$ cat src/design/dps_pkg.sv
// Shared types and constants of the dynamic priority scheduler.
`timescale 1ns / 1ps

package dps_pkg;

  localparam int FW       = 16;  // priority / slice field width
  localparam int ID_OUT_W = 4;   // process id width on the result channel
  localparam int ST_W     = 2;   // proc_state width
  localparam int CNT_W    = 7;   // count width in the status struct

  localparam logic [ST_W-1:0] PS_READY    = 2'd0;
  localparam logic [ST_W-1:0] PS_RUNNING  = 2'd1;
  localparam logic [ST_W-1:0] PS_FINISHED = 2'd2;

  localparam logic OP_LOAD = 1'b0;
  localparam logic OP_TICK = 1'b1;

  localparam logic [FW-1:0] PRIO_MIN = 16'h8000;

  typedef enum logic [9:0] {
    S_IDLE    = 10'b00_0000_0001,
    S_POP     = 10'b00_0000_0010,
    S_RUN_RD  = 10'b00_0000_0100,
    S_RUN_CHK = 10'b00_0000_1000,
    S_ROW_RD  = 10'b00_0001_0000,
    S_ROW_OUT = 10'b00_0010_0000,
    S_UPD     = 10'b00_0100_0000,
    S_INS_RD  = 10'b00_1000_0000,
    S_INS_CMP = 10'b01_0000_0000,
    S_INS_PUT = 10'b10_0000_0000
  } seq_state_t;

  typedef struct packed {
    logic          prio_we;
    logic          need_we;
    logic          used_we;
    logic [FW-1:0] prio;
    logic [FW-1:0] need;
    logic [FW-1:0] used;
  } ptab_wr_t;

  typedef struct packed {
    logic [FW-1:0] prio;
    logic [FW-1:0] need;
    logic [FW-1:0] used;
  } ptab_rd_t;

  typedef struct packed {
    logic             idle;
    logic [CNT_W-1:0] ready_cnt;
    logic [CNT_W-1:0] fin_cnt;
    logic [CNT_W-1:0] load_cnt;
  } dps_stat_t;

endpackage

$ cat src/design/dps_if.sv
// Request and status-row channel interfaces of the scheduler.
`timescale 1ns / 1ps

interface dps_in_if;
  import dps_pkg::*;
  logic                 valid;
  logic                 ready;
  logic                 op;
  logic signed [FW-1:0] priority_req;
  logic        [FW-1:0] needed_time;

  modport source (output valid, output op, output priority_req, output needed_time,
                  input ready);
  modport sink   (input valid, input op, input priority_req, input needed_time,
                  output ready);
endinterface

interface dps_out_if;
  import dps_pkg::*;
  logic                 valid;
  logic                 ready;
  logic [ST_W-1:0]      proc_state;
  logic [ID_OUT_W-1:0]  process_id;
  logic signed [FW-1:0] cur_priority;
  logic [FW-1:0]        need_slices;
  logic [FW-1:0]        used_slices;
  logic                 all_done;
  logic                 last;

  modport source (output valid, output proc_state, output process_id, output cur_priority,
                  output need_slices, output used_slices, output all_done, output last,
                  input ready);
  modport sink   (input valid, input proc_state, input process_id, input cur_priority,
                  input need_slices, input used_slices, input all_done, input last,
                  output ready);
endinterface

$ cat src/design/dps_ptab.sv
// Process table: priority, needed and used slices per process id.
`timescale 1ns / 1ps

module dps_ptab #(
  parameter int DEPTH = 16,
  parameter int AW    = 4
) (
  input  logic              clk,
  input  logic [AW-1:0]     wr_addr,
  input  dps_pkg::ptab_wr_t wr,
  input  logic [AW-1:0]     rd_addr,
  output dps_pkg::ptab_rd_t rd
);
  import dps_pkg::*;

  logic [FW-1:0] prio_mem [DEPTH];
  logic [FW-1:0] need_mem [DEPTH];
  logic [FW-1:0] used_mem [DEPTH];

  always_ff @(posedge clk) begin
    if (wr.prio_we) begin
      prio_mem[wr_addr] <= wr.prio;
    end
    if (wr.need_we) begin
      need_mem[wr_addr] <= wr.need;
    end
    if (wr.used_we) begin
      used_mem[wr_addr] <= wr.used;
    end
  end

  always_ff @(posedge clk) begin
    rd.prio <= prio_mem[rd_addr];
    rd.need <= need_mem[rd_addr];
    rd.used <= used_mem[rd_addr];
  end

endmodule

$ cat src/design/dps_ctrl.sv
// Scheduler sequencer: ready/finished lists, shared compare unit, row output register.
`timescale 1ns / 1ps

module dps_ctrl #(
  parameter int MAX_PROCS = 16,
  parameter int IDW       = 4,
  parameter int CW        = 5
) (
  input  logic               clk,
  input  logic               rst_n,
  dps_in_if.sink             in_ch,
  dps_out_if.source          out_ch,
  output logic [IDW-1:0]     wr_addr,
  output dps_pkg::ptab_wr_t  wr,
  output logic [IDW-1:0]     rd_addr,
  input  dps_pkg::ptab_rd_t  rd,
  output dps_pkg::dps_stat_t stat
);
  import dps_pkg::*;

  seq_state_t state_r, state_nxt;

  logic [IDW-1:0] rdy_r [MAX_PROCS];
  logic [IDW-1:0] rdy_nxt [MAX_PROCS];
  logic [IDW-1:0] fin_r [MAX_PROCS];
  logic [IDW-1:0] fin_nxt [MAX_PROCS];

  logic [CW-1:0]  rcnt_r, rcnt_nxt;
  logic [CW-1:0]  fcnt_r, fcnt_nxt;
  logic [CW-1:0]  lcnt_r, lcnt_nxt;
  logic [CW-1:0]  scan_r, scan_nxt;      // row index and insert position
  logic [ST_W-1:0] kind_r, kind_nxt;     // state code of the row being walked
  logic           have_run_r, have_run_nxt;
  logic           done_r, done_nxt;
  logic           all_done_r, all_done_nxt;
  logic [IDW-1:0] run_id_r, run_id_nxt;
  logic [FW-1:0]  run_prio_r, run_prio_nxt;
  logic [FW-1:0]  run_used1_r, run_used1_nxt;
  logic [IDW-1:0] nid_r, nid_nxt;
  logic [FW-1:0]  np_r, np_nxt;

  logic                out_valid_r, out_valid_nxt;
  logic [ST_W-1:0]     o_state_r, o_state_nxt;
  logic [ID_OUT_W-1:0] o_id_r, o_id_nxt;
  logic [FW-1:0]       o_prio_r, o_prio_nxt;
  logic [FW-1:0]       o_need_r, o_need_nxt;
  logic [FW-1:0]       o_used_r, o_used_nxt;
  logic                o_all_done_r, o_all_done_nxt;
  logic                o_last_r, o_last_nxt;

  logic [IDW-1:0] scan_idx;
  logic [IDW-1:0] row_id;
  logic [CW-1:0]  scan_inc;
  logic           row_last;
  logic           out_free;
  logic           in_acc;
  logic [FW-1:0]  used_inc;
  logic [FW-1:0]  aged_prio;
  logic           np_higher;

  assign scan_idx = scan_r[IDW-1:0];
  assign scan_inc = scan_r + CW'(1);
  assign out_free = !out_valid_r || out_ch.ready;
  assign in_acc   = in_ch.valid && in_ch.ready;

  // shared arithmetic
  assign used_inc  = rd.used + FW'(1);
  assign aged_prio = (run_prio_r == PRIO_MIN) ? run_prio_r : run_prio_r - FW'(1);
  assign np_higher = $signed(np_r) > $signed(rd.prio);

  always_comb begin
    case (kind_r)
      PS_RUNNING: row_id = run_id_r;
      PS_READY:   row_id = rdy_r[scan_idx];
      default:    row_id = fin_r[scan_idx];
    endcase
  end

  always_comb begin
    case (kind_r)
      PS_RUNNING:  row_last = (rcnt_r == '0) && (fcnt_r == '0);
      PS_READY:    row_last = (scan_inc == rcnt_r) && (fcnt_r == '0);
      PS_FINISHED: row_last = (scan_inc == fcnt_r);
      default:     row_last = 1'b1;
    endcase
  end

  always_comb begin
    case (state_r)
      S_RUN_RD: rd_addr = run_id_r;
      S_INS_RD: rd_addr = rdy_r[scan_idx];
      default:  rd_addr = row_id;
    endcase
  end

  always_comb begin
    state_nxt      = state_r;
    rdy_nxt        = rdy_r;
    fin_nxt        = fin_r;
    rcnt_nxt       = rcnt_r;
    fcnt_nxt       = fcnt_r;
    lcnt_nxt       = lcnt_r;
    scan_nxt       = scan_r;
    kind_nxt       = kind_r;
    have_run_nxt   = have_run_r;
    done_nxt       = done_r;
    all_done_nxt   = all_done_r;
    run_id_nxt     = run_id_r;
    run_prio_nxt   = run_prio_r;
    run_used1_nxt  = run_used1_r;
    nid_nxt        = nid_r;
    np_nxt         = np_r;
    out_valid_nxt  = out_valid_r && !out_ch.ready;
    o_state_nxt    = o_state_r;
    o_id_nxt       = o_id_r;
    o_prio_nxt     = o_prio_r;
    o_need_nxt     = o_need_r;
    o_used_nxt     = o_used_r;
    o_all_done_nxt = o_all_done_r;
    o_last_nxt     = o_last_r;
    wr_addr        = run_id_r;
    wr             = '0;

    case (state_r)
      S_IDLE: begin
        if (in_acc) begin
          if (in_ch.op == OP_LOAD) begin
            if (lcnt_r < CW'(MAX_PROCS)) begin
              wr_addr    = lcnt_r[IDW-1:0];
              wr.prio_we = 1'b1;
              wr.need_we = 1'b1;
              wr.used_we = 1'b1;
              wr.prio    = in_ch.priority_req;
              wr.need    = in_ch.needed_time;
              wr.used    = '0;
              nid_nxt    = lcnt_r[IDW-1:0];
              np_nxt     = in_ch.priority_req;
              lcnt_nxt   = lcnt_r + CW'(1);
              scan_nxt   = '0;
              state_nxt  = S_INS_RD;
            end
          end else if (lcnt_r != '0) begin
            state_nxt = S_POP;
          end
        end
      end

      S_POP: begin
        scan_nxt = '0;
        if (rcnt_r != '0) begin
          run_id_nxt   = rdy_r[0];
          for (int j = 0; j < MAX_PROCS - 1; j++) begin
            rdy_nxt[j] = rdy_r[j+1];
          end
          rcnt_nxt     = rcnt_r - CW'(1);
          have_run_nxt = 1'b1;
          state_nxt    = S_RUN_RD;
        end else begin
          // only finished processes left: no running row
          have_run_nxt = 1'b0;
          all_done_nxt = 1'b1;
          kind_nxt     = PS_FINISHED;
          state_nxt    = S_ROW_RD;
        end
      end

      S_RUN_RD: begin
        state_nxt = S_RUN_CHK;
      end

      S_RUN_CHK: begin
        run_prio_nxt  = rd.prio;
        run_used1_nxt = used_inc;
        done_nxt      = (used_inc == rd.need);
        all_done_nxt  = (rcnt_r == '0) && (used_inc == rd.need);
        kind_nxt      = PS_RUNNING;
        state_nxt     = S_ROW_RD;
      end

      S_ROW_RD: begin
        state_nxt = S_ROW_OUT;
      end

      S_ROW_OUT: begin
        if (out_free) begin
          out_valid_nxt  = 1'b1;
          o_state_nxt    = kind_r;
          o_id_nxt       = ID_OUT_W'(row_id);
          o_prio_nxt     = rd.prio;
          o_need_nxt     = rd.need;
          o_used_nxt     = rd.used;
          o_all_done_nxt = all_done_r;
          o_last_nxt     = row_last;
          if (row_last) begin
            state_nxt = have_run_r ? S_UPD : S_IDLE;
          end else begin
            state_nxt = S_ROW_RD;
            case (kind_r)
              PS_RUNNING: begin
                scan_nxt = '0;
                kind_nxt = (rcnt_r != '0) ? PS_READY : PS_FINISHED;
              end
              PS_READY: begin
                if (scan_inc == rcnt_r) begin
                  scan_nxt = '0;
                  kind_nxt = PS_FINISHED;
                end else begin
                  scan_nxt = scan_inc;
                end
              end
              default: begin
                scan_nxt = scan_inc;
              end
            endcase
          end
        end
      end

      S_UPD: begin
        wr_addr    = run_id_r;
        wr.used_we = 1'b1;
        wr.used    = run_used1_r;
        wr.prio    = aged_prio;
        if (done_r) begin
          if (fcnt_r < CW'(MAX_PROCS)) begin
            fin_nxt[0] = run_id_r;
            for (int j = 1; j < MAX_PROCS; j++) begin
              fin_nxt[j] = fin_r[j-1];
            end
            fcnt_nxt = fcnt_r + CW'(1);
          end
          state_nxt = S_IDLE;
        end else begin
          wr.prio_we = 1'b1;
          nid_nxt    = run_id_r;
          np_nxt     = aged_prio;
          scan_nxt   = '0;
          state_nxt  = S_INS_RD;
        end
      end

      S_INS_RD: begin
        // end of list reached: append
        state_nxt = (scan_r == rcnt_r) ? S_INS_PUT : S_INS_CMP;
      end

      S_INS_CMP: begin
        if (np_higher) begin
          state_nxt = S_INS_PUT;
        end else begin
          scan_nxt  = scan_inc;
          state_nxt = S_INS_RD;
        end
      end

      S_INS_PUT: begin
        if (rcnt_r < CW'(MAX_PROCS)) begin
          if (scan_r == '0) begin
            rdy_nxt[0] = nid_r;
          end
          for (int j = 1; j < MAX_PROCS; j++) begin
            if (CW'(j) > scan_r) begin
              rdy_nxt[j] = rdy_r[j-1];
            end else if (CW'(j) == scan_r) begin
              rdy_nxt[j] = nid_r;
            end
          end
          rcnt_nxt = rcnt_r + CW'(1);
        end
        state_nxt = S_IDLE;
      end

      default: begin
        state_nxt = S_IDLE;
      end
    endcase
  end

  always_ff @(posedge clk) begin
    if (!rst_n) begin
      state_r     <= S_IDLE;
      rcnt_r      <= '0;
      fcnt_r      <= '0;
      lcnt_r      <= '0;
      out_valid_r <= 1'b0;
      have_run_r  <= 1'b0;
    end else begin
      state_r     <= state_nxt;
      rcnt_r      <= rcnt_nxt;
      fcnt_r      <= fcnt_nxt;
      lcnt_r      <= lcnt_nxt;
      out_valid_r <= out_valid_nxt;
      have_run_r  <= have_run_nxt;
    end
  end

  always_ff @(posedge clk) begin
    rdy_r        <= rdy_nxt;
    fin_r        <= fin_nxt;
    scan_r       <= scan_nxt;
    kind_r       <= kind_nxt;
    done_r       <= done_nxt;
    all_done_r   <= all_done_nxt;
    run_id_r     <= run_id_nxt;
    run_prio_r   <= run_prio_nxt;
    run_used1_r  <= run_used1_nxt;
    nid_r        <= nid_nxt;
    np_r         <= np_nxt;
    o_state_r    <= o_state_nxt;
    o_id_r       <= o_id_nxt;
    o_prio_r     <= o_prio_nxt;
    o_need_r     <= o_need_nxt;
    o_used_r     <= o_used_nxt;
    o_all_done_r <= o_all_done_nxt;
    o_last_r     <= o_last_nxt;
  end

  assign in_ch.ready         = (state_r == S_IDLE);
  assign out_ch.valid        = out_valid_r;
  assign out_ch.proc_state   = o_state_r;
  assign out_ch.process_id   = o_id_r;
  assign out_ch.cur_priority = o_prio_r;
  assign out_ch.need_slices  = o_need_r;
  assign out_ch.used_slices  = o_used_r;
  assign out_ch.all_done     = o_all_done_r;
  assign out_ch.last         = o_last_r;

  assign stat.idle      = (state_r == S_IDLE);
  assign stat.ready_cnt = CNT_W'(rcnt_r);
  assign stat.fin_cnt   = CNT_W'(fcnt_r);
  assign stat.load_cnt  = CNT_W'(lcnt_r);

endmodule

$ cat src/design/dynamic_priority_scheduler.sv
// Dynamic priority scheduler with aging: top level.
// One request at a time. A load request writes the process table and walks the ready
// list with one compare per entry to find its slot behind every entry of equal or higher
// priority. A tick pops the head of the ready list, then emits one status row per loaded
// process (running, ready in list order, finished newest first), then ages and re-inserts
// the running process by the same walk, or moves it to the finished list when it finishes.
// The process table has a single read port, which serves the row readout and the sorted
// insert in turn. Output stalls hold the row walk; the last row is held in an output
// register so the next request can be taken while it waits.
`timescale 1ns / 1ps

module dynamic_priority_scheduler #(
  parameter int MAX_PROCS = 16
) (
  input logic       clk,
  input logic       rst_n,
  dps_in_if.sink    in_ch,
  dps_out_if.source out_ch
);
  import dps_pkg::*;

  localparam int IDW = $clog2(MAX_PROCS);
  localparam int CW  = $clog2(MAX_PROCS + 1);

  logic [IDW-1:0] wr_addr;
  logic [IDW-1:0] rd_addr;
  ptab_wr_t       wr;
  ptab_rd_t       rd;
  dps_stat_t      stat;

  dps_ptab #(
    .DEPTH (MAX_PROCS),
    .AW    (IDW)
  ) u_ptab (
    .clk     (clk),
    .wr_addr (wr_addr),
    .wr      (wr),
    .rd_addr (rd_addr),
    .rd      (rd)
  );

  dps_ctrl #(
    .MAX_PROCS (MAX_PROCS),
    .IDW       (IDW),
    .CW        (CW)
  ) u_ctrl (
    .clk     (clk),
    .rst_n   (rst_n),
    .in_ch   (in_ch),
    .out_ch  (out_ch),
    .wr_addr (wr_addr),
    .wr      (wr),
    .rd_addr (rd_addr),
    .rd      (rd),
    .stat    (stat)
  );

  // every process is in at most one list; the running one is in neither
  a_list_bound: assert property (@(posedge clk) disable iff (!rst_n)
    (CNT_W + 1)'(stat.ready_cnt) + (CNT_W + 1)'(stat.fin_cnt) <= (CNT_W + 1)'(stat.load_cnt))
    else $error("ready plus finished exceeds loaded processes");

  a_load_bound: assert property (@(posedge clk) disable iff (!rst_n)
    stat.load_cnt <= CNT_W'(MAX_PROCS))
    else $error("loaded count beyond capacity");

  a_load_count: assert property (@(posedge clk) disable iff (!rst_n)
    (in_ch.valid && stat.idle && in_ch.op == OP_LOAD && stat.load_cnt < CNT_W'(MAX_PROCS))
    |=> stat.load_cnt == $past(stat.load_cnt) + CNT_W'(1))
    else $error("accepted load not counted");

endmodule

$ cat src/flat_wrapper.sv
// flat-port wrapper written by rule: the top's interface ports become plain ports
module dynamic_priority_scheduler_flat import dps_pkg::*;
#(
  parameter int MAX_PROCS = 16
)
  (clk, rst_n, in_ch_valid, in_ch_op, in_ch_priority_req, in_ch_needed_time, in_ch_ready, out_ch_valid, out_ch_proc_state, out_ch_process_id, out_ch_cur_priority, out_ch_need_slices, out_ch_used_slices, out_ch_all_done, out_ch_last, out_ch_ready);
  dps_in_if in_ch_i ();
  dps_out_if out_ch_i ();
  input logic clk;
  input logic rst_n;
  input wire logic [$bits(in_ch_i.valid)-1:0] in_ch_valid;
  input wire logic [$bits(in_ch_i.op)-1:0] in_ch_op;
  input wire logic [$bits(in_ch_i.priority_req)-1:0] in_ch_priority_req;
  input wire logic [$bits(in_ch_i.needed_time)-1:0] in_ch_needed_time;
  output wire logic [$bits(in_ch_i.ready)-1:0] in_ch_ready;
  output wire logic [$bits(out_ch_i.valid)-1:0] out_ch_valid;
  output wire logic [$bits(out_ch_i.proc_state)-1:0] out_ch_proc_state;
  output wire logic [$bits(out_ch_i.process_id)-1:0] out_ch_process_id;
  output wire logic [$bits(out_ch_i.cur_priority)-1:0] out_ch_cur_priority;
  output wire logic [$bits(out_ch_i.need_slices)-1:0] out_ch_need_slices;
  output wire logic [$bits(out_ch_i.used_slices)-1:0] out_ch_used_slices;
  output wire logic [$bits(out_ch_i.all_done)-1:0] out_ch_all_done;
  output wire logic [$bits(out_ch_i.last)-1:0] out_ch_last;
  input wire logic [$bits(out_ch_i.ready)-1:0] out_ch_ready;
  assign in_ch_i.valid = in_ch_valid;
  assign in_ch_i.op = in_ch_op;
  assign in_ch_i.priority_req = in_ch_priority_req;
  assign in_ch_i.needed_time = in_ch_needed_time;
  assign in_ch_ready = in_ch_i.ready;
  assign out_ch_valid = out_ch_i.valid;
  assign out_ch_proc_state = out_ch_i.proc_state;
  assign out_ch_process_id = out_ch_i.process_id;
  assign out_ch_cur_priority = out_ch_i.cur_priority;
  assign out_ch_need_slices = out_ch_i.need_slices;
  assign out_ch_used_slices = out_ch_i.used_slices;
  assign out_ch_all_done = out_ch_i.all_done;
  assign out_ch_last = out_ch_i.last;
  assign out_ch_i.ready = out_ch_ready;
  dynamic_priority_scheduler #(.MAX_PROCS(MAX_PROCS)) u_core (.clk(clk), .rst_n(rst_n), .in_ch(in_ch_i), .out_ch(out_ch_i));
endmodule
$ cat config.mk
export PLATFORM = sky130hd
export DESIGN_NAME = dynamic_priority_scheduler_flat
export DESIGN_NICKNAME = d
export VERILOG_FILES = /design/src/design/dps_pkg.sv /design/src/design/dps_if.sv /design/src/design/dps_ptab.sv /design/src/design/dps_ctrl.sv /design/src/design/dynamic_priority_scheduler.sv /design/src/flat_wrapper.sv
export SDC_FILE = /design/constraint.sdc
export NUM_CORES = 1
export LEC_CHECK = 0
export ABC_CLOCK_PERIOD_IN_PS = 7100
export BUFFER_PORTS_ARGS = -buffer_cell sky130_fd_sc_hd__buf_2
export CAP_MARGIN = 25
export CORE_AREA = 2 2 319 321
export DETAILED_ROUTE_END_ITERATION = 16
export DIE_AREA = 0 0 321 323
export PLACE_DENSITY = 0.59
export SLEW_MARGIN = 20
export SYNTH_ARGS = -nofsm -noshare
export SYNTH_HDL_FRONTEND = slang
export SYNTH_SLANG_ARGS = --single-unit
$ cat constraint.sdc
create_clock -name clk -period 7.1 [get_ports clk]
set_input_delay 1.065 -clock clk [delete_from_list [all_inputs] [get_ports clk]]
set_output_delay 1.065 -clock clk [all_outputs]
set_load 0.005 [all_outputs]
==> summary.md <==
| Metric | Value |
|---|---|
| Outcome | `finished clean` |
| Crit path arrival time | `5.77 ns` |
| Filler cell count in the final layout | `8,489` |
| Critical path startpoint | `u_core.u_ctrl.scan_r[2]$_DFFE_PP_` |
| CP Max Fanout | `56` |
| Final setup vio count | `0` |
| Routed WL | `113,000 µm` |
| Slew margin rel. | `29.4%` |
| Global-route usage over all layers | `21.5%` |
| HPWL Detailed | `67,900 µm` |
| Pleak | `17.9 nW` |
| Clock sinks | `1,092` |
| Crit end category | `register` |
| Row Count | `117` |
| Crit share post-route | `72.6%` |
| Initial DRT Pass Iterations | `6` |
| Initial core utilization | `44.5%` |
| First-pass GRT wire length | `169,000 µm` |
| Antenna violations before repair | `5` |
| Final hold viol count | `0` |
| Hold Crit Class | `reg2reg` |
| Hold_sp | `u_core.u_ctrl.all_done_r$_SDFFCE_PN1P_` |
| Worst flop-to-flop path startpoint | `u_core.u_ctrl.scan_r[2]$_DFFE_PP_` |
| Design Area, Final | `50,600 µm²` |
| Post-Syn Instances | `3,269` |
| Area growth syn-to-layout | `12.9%` |
| Post-synth EDFFs | `1,017` |
| Routability cong. | `0.852` |
| Vias | `27,660` |
| Asr flop ratio synth | `0%` |
| Grt total ovfl | `0` |
| Unique masters post-synth | `66` |
| Skew final | `0.0280 ns` |
| Drc violations | `0` |
| Sequential share of the synthesized area | `71.5%` |
| Syn Area/Cell | `13.7 µm²` |
| PD cells | `276 nW/µm²` |
| Max-cap violations | `0` |
| CTS tree | `done` |
| Post-cts resize count | `0` |
| Largest area contributor in the netlist | `edfxtp_1` |
| Post-DP Area | `47,000 µm²` |
| CP startpoint kind | `register` |
| Die Ht | `323 µm` |
| Synth Register Bits | `1,092` |
| Slew @ Worst Pin | `1.06 ns` |
| Utilization after layout | `50.3%` |
| Remaining antenna violation count | `0` |
| Nets | `3,414` |
| CTS max path bufs | `3` |
| Post-Syn Nets | `3,336` |
| IO buf count | `94` |
| Post-synth top area share | `68.1%` |
| Drt via density | `5.82` |
| Post-CTS setup buffers | `0` |
| Core ar. | `101,000 µm²` |
| Peak VDD IR | `179 µV` |
| CTS Buf Count | `109` |
| Synth warn | `0` |
| # IOs | `95` |
| Drt wl/cell | `23.7 µm` |
| H-tree levels | `3` |
| Cell area after synthesis | `44,800 µm²` |
| Dominant synthesized flop cell | `edfxtp_1` |
| CP required | `7.72 ns` |
| Clock Root Buffer | `clkbuf_16` |
| Setup tns final | `0 ns` |
| Max Clock Freq | `194 MHz` |
| DRT iter0 DRCs | `2,951` |
| DIE AREA | `104,000 µm²` |
| Skew-Pair Late Insertion Delay | `0.70 ns` |
| Reg2reg setup slack | `1.95 ns` |
| Hold buffer count at CTS | `0` |
| Slew Viols, Final | `0` |
| Vias in the first global route | `26,897` |
| Crit Path Class | `reg2reg` |
| Die Span X | `321 µm` |
| Largest net degree at the start of global routing | `154` |
| Share of cells above drive strength 1 | `12.2%` |
| Post-layout minimum cycle time | `5.15 ns` |
| RSZ-0062 raised after global routing | `false` |
| Area contributors post-synth | `edfxtp_1 (68%), nand2_1 (5.0%), mux2i_1 (3.6%)` |
| Clock Pin Slew Worst Setup and Hold Paths | `0.06 ns` |
routing by layer:
layer	up-vias	wire [µm]	share of wire, %	global-route usage [%]
li1	12514	-	-	-
met4	0	2500	2.2	5.31
met5	-	0	0	0
met2	1043	51800	46	33.8
met3	181	7370	6.5	3.16
met1	13922	51200	45	31.7
cells in the final DEF, fill, tap and decap left out, types with 7 or more instances in the layout:
cell type	instances
a22oi_1	9
edfxtp_1	1017
nand2_1	601
nor2b_1	10
xnor2_1	46
nand4b_1	8
buf_2	94
a21oi_1	138
nor2_1	99
clkbuf_8	14
nor4_1	8
nand4_1	11
xor2_1	23
nor3_1	21
mux4_2	19
a31oi_1	52
mux2i_1	162
dfxtp_1	75
bufinv_16	9
a21o_1	37
a32oi_1	48
buf_4	64
clkbuf_1	30
clkinv_2	17
nand3_1	215
mux2_2	17
ha_1	29
inv_1	38
a221o_1	98
o21ai_0	64
and2_1	25
clkbuf_16	110
o31ai_1	24
a221oi_1	8
and3_1	24
clkinv_1	19
o21a_1	7
nand2b_1	10
nor2_2	30
state kept, by name (all words and copies together), names as in the netlist, 2 cells and up:
name,count
u_core.u_ctrl.run_prio_r,16
u_core.u_ctrl.nid_r,4
u_core.u_ctrl.out_ch.need_slices,16
u_core.u_ctrl.fin_r,64
u_core.u_ptab.need_mem,256
u_core.u_ctrl.run_id_r,4
u_core.u_ptab.used_mem,256
u_core.u_ctrl.out_ch.cur_priority,16
u_core.u_ctrl.np_r,16
u_core.u_ptab.rd,48
u_core.u_ctrl.out_ch.proc_state,2
u_core.u_ctrl.out_ch.process_id,4
u_core.u_ctrl.state_r,10
u_core.u_ptab.prio_mem,256
u_core.u_ctrl.run_used1_r,16
u_core.u_ctrl.scan_r,5
u_core.u_ctrl.fcnt_r,5
u_core.u_ctrl.lcnt_r,5
u_core.u_ctrl.rcnt_r,5
u_core.u_ctrl.kind_r,2
u_core.u_ctrl.rdy_r,64
u_core.u_ctrl.out_ch.used_slices,16
power breakdown:
group          switching (mW)  internal (mW)
combinational           0.653          0.354
sequential              0.110           7.09
clock                    2.42           3.33
final cells by class:
class,instances,area [µm²],area share (%)
sequential,1092,32000,63.3
multi-input combinational,1930,12000,23.7
clock buffer,154,3060,6.04
tap,1309,1640,3.23
timing repair buffer,172,1200,2.37
clock inverter,51,552,1.09
inverter,42,158,0.311
antenna,3,7.51,0.0148
synthesized netlist by cell type (24+ instances only):
library cell  number
xnor2_1           46
ha_1              29
nand2_1          602
a32oi_1           48
inv_1             39
and2_1            25
nor2_1           134
dfxtp_1           75
a21oi_1          138
a221o_1           98
edfxtp_1        1017
mux2i_1          162
nand3_1          216
clkbuf_1         156
and3_1            25
a21o_1            37
a31oi_1           54
o21ai_0           65
o31ai_1           24
buf_2             27
metrics by stage:
| stage | total power [mW] | setup slack, ns | hold slack (ns) | cells |
|---|---|---|---|---|
| after detailed placement | 8.33 | 2.06 | 0.405 | 4544 |
| after global placement | 8.30 | 2.16 | 0.406 | 4537 |
| final | 14.0 | 1.95 | 0.427 | 4753 |
| after CTS | 14.1 | 2.04 | 0.428 | 4749 |
| after global routing | 14.4 | 1.75 | 0.433 | 4750 |
| after floorplan | 7.98 | 1.77 | 0.400 | 3269 |
worst paths after layout:
check / cells after the start / to
max: 10 / u_core.u_ptab.rd[38]$_DFF_P_
min: 0 / u_core.u_ctrl.out_ch.all_done$_DFFE_PP_
min reg2reg: 0 / u_core.u_ctrl.out_ch.all_done$_DFFE_PP_
max reg2reg: 10 / u_core.u_ptab.rd[38]$_DFF_P_
worst max-delay path, cell delays in order (launching register included):
cell,delay (ns)
edfxtp_1,0.95
mux4_2,0.59
mux4_2,0.52
or3_1,0.32
o2111a_1,0.23
a211oi_4,0.46
buf_4,0.63
buf_4,0.64
mux2i_1,0.19
a221o_1,0.38
nand3_1,0.08
logic make-up (layout without fill, tap and decap cells):
logic type	count (synthesis)	after routing	share of synthesized area [%]
mux	198	198	5.00
compound gates	532	532	8.41
xor+xnor	69	69	1.35
flops	1092	1092	71.5
fa+ha+maj	30	30	0.854
buf+inv	247	419	2.20
other cells	0	3	0
simple gates	1101	1101	10.7
No activity file was read; power rests on OpenSTA's default activity.
